[src/mlqs_pkg.sv]
package mlqs_pkg;

  localparam int TIME_W   = 20;
  localparam int ID_W     = 8;
  localparam int BURST_W  = 16;
  localparam int LEVEL_W  = 2;
  localparam int STATUS_W = 3;
  localparam int QUANT_W  = 8;

  localparam int MAX_JOBS_DEF = 64;

  localparam logic [QUANT_W-1:0] QUANTUM_ONE_RST = 8'd3;
  localparam logic [QUANT_W-1:0] QUANTUM_TWO_RST = 8'd5;
  localparam logic [TIME_W-1:0]  TIME_MAX        = 20'hFFFFF;

  // configuration register indexes
  localparam logic CFG_QUANTUM_ONE = 1'b0;
  localparam logic CFG_QUANTUM_TWO = 1'b1;

  // ready queue numbers (job level minus one)
  localparam logic [1:0] QUEUE_ONE   = 2'd0;
  localparam logic [1:0] QUEUE_TWO   = 2'd1;
  localparam logic [1:0] QUEUE_THREE = 2'd2;

  // job level that is dropped on admission
  localparam logic [LEVEL_W-1:0] LEVEL_NONE = 2'd0;

  typedef enum logic [STATUS_W-1:0] {
    ST_ACCEPTED = 3'd0,
    ST_FULL     = 3'd1,
    ST_ORDER    = 3'd2,
    ST_SLICE    = 3'd3,
    ST_ALL_DONE = 3'd4
  } status_t;

  localparam logic CMD_ARRIVE   = 1'b0;
  localparam logic CMD_DISPATCH = 1'b1;

  typedef struct packed {
    logic               cmd;
    logic [ID_W-1:0]    job_id;
    logic [BURST_W-1:0] burst_length;
    logic [TIME_W-1:0]  arrival_stamp;
    logic [LEVEL_W-1:0] level;
  } item_t;

  typedef struct packed {
    logic [ID_W-1:0]    id;
    logic [BURST_W-1:0] burst;
    logic [TIME_W-1:0]  arrival;
    logic [LEVEL_W-1:0] level;
  } slot_t;

  typedef struct packed {
    status_t            status;
    logic [ID_W-1:0]    ran_job_id;
    logic [LEVEL_W-1:0] ran_level;
    logic [TIME_W-1:0]  slice_start;
    logic [BURST_W-1:0] slice_length;
    logic               job_finished;
    logic [TIME_W-1:0]  completion_time;
    logic [TIME_W-1:0]  turnaround_time;
    logic [TIME_W-1:0]  waiting_time;
    logic [TIME_W-1:0]  first_start_time;
  } res_t;

  // handoff from front queue to engine
  typedef struct packed {
    logic  avail;
    item_t item;
  } front_t;

endpackage

[src/mlqs_front.sv]
module mlqs_front
  import mlqs_pkg::*;
(
  input  logic   clk,
  input  logic   rst,
  input  logic   in_valid,
  output logic   in_stall,
  input  item_t  in_item,
  output front_t front,
  input  logic   take
);

  item_t      ent [2];
  logic       wr_ptr;
  logic       rd_ptr;
  logic [1:0] count;
  logic       push;
  logic       pop;

  assign in_stall    = (count == 2'd2);
  assign push        = in_valid && !in_stall;
  assign pop         = take && (count != 2'd0);
  assign front.avail = (count != 2'd0);
  assign front.item  = ent[rd_ptr];

  // command word storage
  always_ff @(posedge clk) begin
    if (push) begin
      ent[wr_ptr] <= in_item;
    end
  end

  // queue pointers
  always_ff @(posedge clk) begin
    if (rst) begin
      wr_ptr <= 1'b0;
      rd_ptr <= 1'b0;
      count  <= 2'd0;
    end else begin
      if (push) wr_ptr <= !wr_ptr;
      if (pop) rd_ptr <= !rd_ptr;
      count <= count + {1'b0, push} - {1'b0, pop};
    end
  end

endmodule

[config.mk]
export PLATFORM = sky130hd
export DESIGN_NAME = mlqs_front
export DESIGN_NICKNAME = d
export VERILOG_FILES = /design/src/mlqs_pkg.sv /design/src/mlqs_front.sv
export SDC_FILE = /design/constraint.sdc
export NUM_CORES = 1
export LEC_CHECK = 0
export ABC_AREA = 1
export ABC_CLOCK_PERIOD_IN_PS = 9310
export BUFFER_PORTS_ARGS = -buffer_cell sky130_fd_sc_hd__buf_2
export CAP_MARGIN = 20
export CELL_PAD_IN_SITES_DETAIL_PLACEMENT = 0
export CELL_PAD_IN_SITES_GLOBAL_PLACEMENT = 1
export CORE_MARGIN = 2
export CORE_UTILIZATION = 47
export CTS_CLUSTER_SIZE = 40
export DETAILED_ROUTE_END_ITERATION = 6
export GPL_TIMING_DRIVEN = 0
export PLACE_DENSITY = 0.95
export RECOVER_POWER = 50
export SLEW_MARGIN = 25
export SYNTH_ARGS = -nofsm -noshare
export SYNTH_HDL_FRONTEND = slang
export SYNTH_SLANG_ARGS = --single-unit
[constraint.sdc]
create_clock -name clk -period 9.31 [get_ports clk]
set_input_delay 0.4655 -clock clk [delete_from_list [all_inputs] [get_ports clk]]
set_output_delay 0.4655 -clock clk [all_outputs]
set_load 0.005 [all_outputs]
==> flow_summary.json <==
{
  "status": "finished, violations left",
  "violations": "capacitance limit, slew limit",
  "synth-async-reset-ratio": 0,
  "swShare": 0.258,
  "cts.sinks": 99,
  "power_frac_comb": 0.264,
  "synth-simple-area-share": 0.0210,
  "hpwlAfterDp_um": 4190,
  "viasPerCell": 4.69,
  "cellLeakagePower_uw": 0.00178,
  "dr.pass1.iters": 4,
  "post_cts_resize_count": 0,
  "drtIter0Drc": 67,
  "fp.dieH_um": 93.5,
  "place_ws_ns": 7.60,
  "wl_per_cell_um": 14.8,
  "synth_top_family_by_area": "multiplexers",
  "path_clk_slew_ns": 0.09,
  "cts_root_buf": "clkbuf_8",
  "synth_area_um2": 3760,
  "pwr-share-seq": 0.509,
  "grt_first_pass_wirelength_um": 9330,
  "crit_type": "flop to flop",
  "final_nets": 350,
  "fillers": 614,
  "slew_headroom": -0.0144,
  "yosysSeqAreaShare": 0.777,
  "num_antenna_cells": 0,
  "synthCells": 184,
  "die_w_um": 93.5,
  "track_usage": 0.146,
  "synthFlopType": "edfxtp_1",
  "ys_ff_latch": 99,
  "endpoint_kind": "flop",
  "core.rowCount": 32,
  "avgSynthCellArea_um2": 20.4,
  "numPortBuffers": 99,
  "ys_types": 12,
  "cts_buffers": 9,
  "critPathRequiredTime_ns": 9.36,
  "clock_power_share": 0.227,
  "slew_viol_final": 24,
  "clockBufferDepth": 2,
  "vias": 1895,
  "yosysMostFrequentCell": "edfxtp_1",
  "gp_congestion": 0.702,
  "drt_wl_total_um": 6000,
  "synth_top_cell_by_area": "edfxtp_1",
  "cts_hold_buffers": 0,
  "clk_latency_ns": 0.34,
  "cellPowerDensity_nw_per_um2": 248,
  "tritoncts": "built",
  "skew_ns": 0.00514,
  "start_kind": "flop",
  "netlist_top_cells_count": "edfxtp_1, mux2_4, mux2_2",
  "synth_top_area_frac": 0.750,
  "synth_area_leaders": "edfxtp_1, mux2_4, mux2_2",
  "worstPathMaxFanout": 24,
  "synth_fa_ha_area_frac": 0.00665,
  "maxCapViolCount": 1,
  "synth_edf_count": 94,
  "finalCriticalPeriod_ns": 2.48,
  "area_growth_pct": 22.5,
  "grt_pass1_vias": 2013,
  "yosysWarnings": 0,
  "drive_gt1_frac": 0.493,
  "drc": 0,
  "synth_compound_area_frac": 0.00266,
  "period_share": 0.266,
  "synthMuxAreaShare": 0.171,
  "antenna_left": 0,
  "coreArea_um2": 7730,
  "hp-class": "input pin to flop",
  "cp.arrival_ns": 2.53,
  "ios": 100,
  "dieArea_um2": 8740,
  "p_switching_uw": 295,
  "syn_nets": 237,
  "tightest_slew_ns": 1.52,
  "h-tree-depth": 3,
  "setup_tns_ns": 0,
  "fin_ws_ns": 6.83,
  "fmax_ghz": 0.403,
  "post_cts_buffers": 0,
  "antenna_found_initial": 0,
  "hold_viol": 0,
  "synth_xor_area_frac": 0,
  "internal_power_uw": 849,
  "grt_max_degree": 25,
  "gr-total-overflow": 0,
  "grt_setup_unrepaired": "false",
  "setup_viol": 0,
  "start_util": 0.487,
  "peakVddDrop_mv": 0.178
}
==> through the flow <==
stage | total power [µW] | instance area [µm²] | hold WS (ns) | utilization | std cells
global placement | 883 | 4390 | 0.489 | 0.568 | 385
floorplan | 781 | 3760 | 0.467 | - | 184
global route | 1210 | 4610 | 0.268 | 0.597 | 404
detailed placement | 905 | 4460 | 0.497 | 0.577 | 388
finish | 1140 | 4610 | 0.295 | 0.597 | 404
CTS | 1170 | 4650 | 0.272 | 0.602 | 404
==> placed cells by master, fill, tap and decap left out, drive strengths merged <==
master and n:
nor2 9, ha 2, nand2 8, a21oi 2, mux2 47, inv 9, dfxtp 5, nand3 3
clkbuf 31, clkinvlp 2, bufinv 1, edfxtp 94, buf 85, clkinv 4
==> critical path, cell delays in order, from the launching register on <==
cell	delay, ns
dfxtp_1	0.36
inv_1	0.06
nand2_1	0.13
nand2_1	0.14
nor2_4	0.09
clkbuf_1	1.10
buf_16	0.27
==> sequential cells by signal (all words and copies together), names as in the netlist, named ones only <==
register  count
rd_ptr        1
wr_ptr        1
count         2
ent          94
==> area by class of cell <==
type	count	area, µm²	area share
Clock inverter	7	68.8	0.0149
Buffer	5	50.0	0.0109
Multi-Input combinational cell	71	763	0.166
Timing Repair Buffer	102	519	0.113
Clock buffer	9	124	0.0269
Inverter	9	33.8	0.00733
Tap cell	102	128	0.0277
Sequential cell	99	2920	0.634
==> worst paths after layout <==
check,from,end,slack [ns],depth (start not counted)
worst max register to register,count[0]$_SDFF_PP0_,ent[0][27]$_DFFE_PP_,6.83,6
worst min register to register,rd_ptr$_SDFFE_PP0P_,rd_ptr$_SDFFE_PP0P_,0.51,2
worst max-delay path,count[0]$_SDFF_PP0_,ent[0][27]$_DFFE_PP_,6.83,6
worst min-delay path,rst,count[0]$_SDFF_PP0_,0.30,2
==> cell families after synthesis <==
group,after synthesis
fa+ha+maj,2
flops,99
simple gates,20
compound gates,2
mux,47
buf+inv,14
==> power groups by stage <==
stage	Sequential (µW)	Combinational, µW	Clock, µW
4_1_cts	582	315	269
2_1_floorplan	589	191	0
3_3_place_gp	593	290	0
5_1_grt	589	332	286
3_5_place_dp	592	313	0
6_report	582	302	260
==> metal layers <==
layer | vias up | track usage | routed length [µm]
met4 | 0 | 0.0588 | 49
met1 | 912 | 0.166 | 2380
met2 | 55 | 0.261 | 3300
met5 | - | 0 | 0
li1 | 923 | - | -
met3 | 5 | 0.0395 | 264
Note: power is estimated with default switching activity, not from simulation.
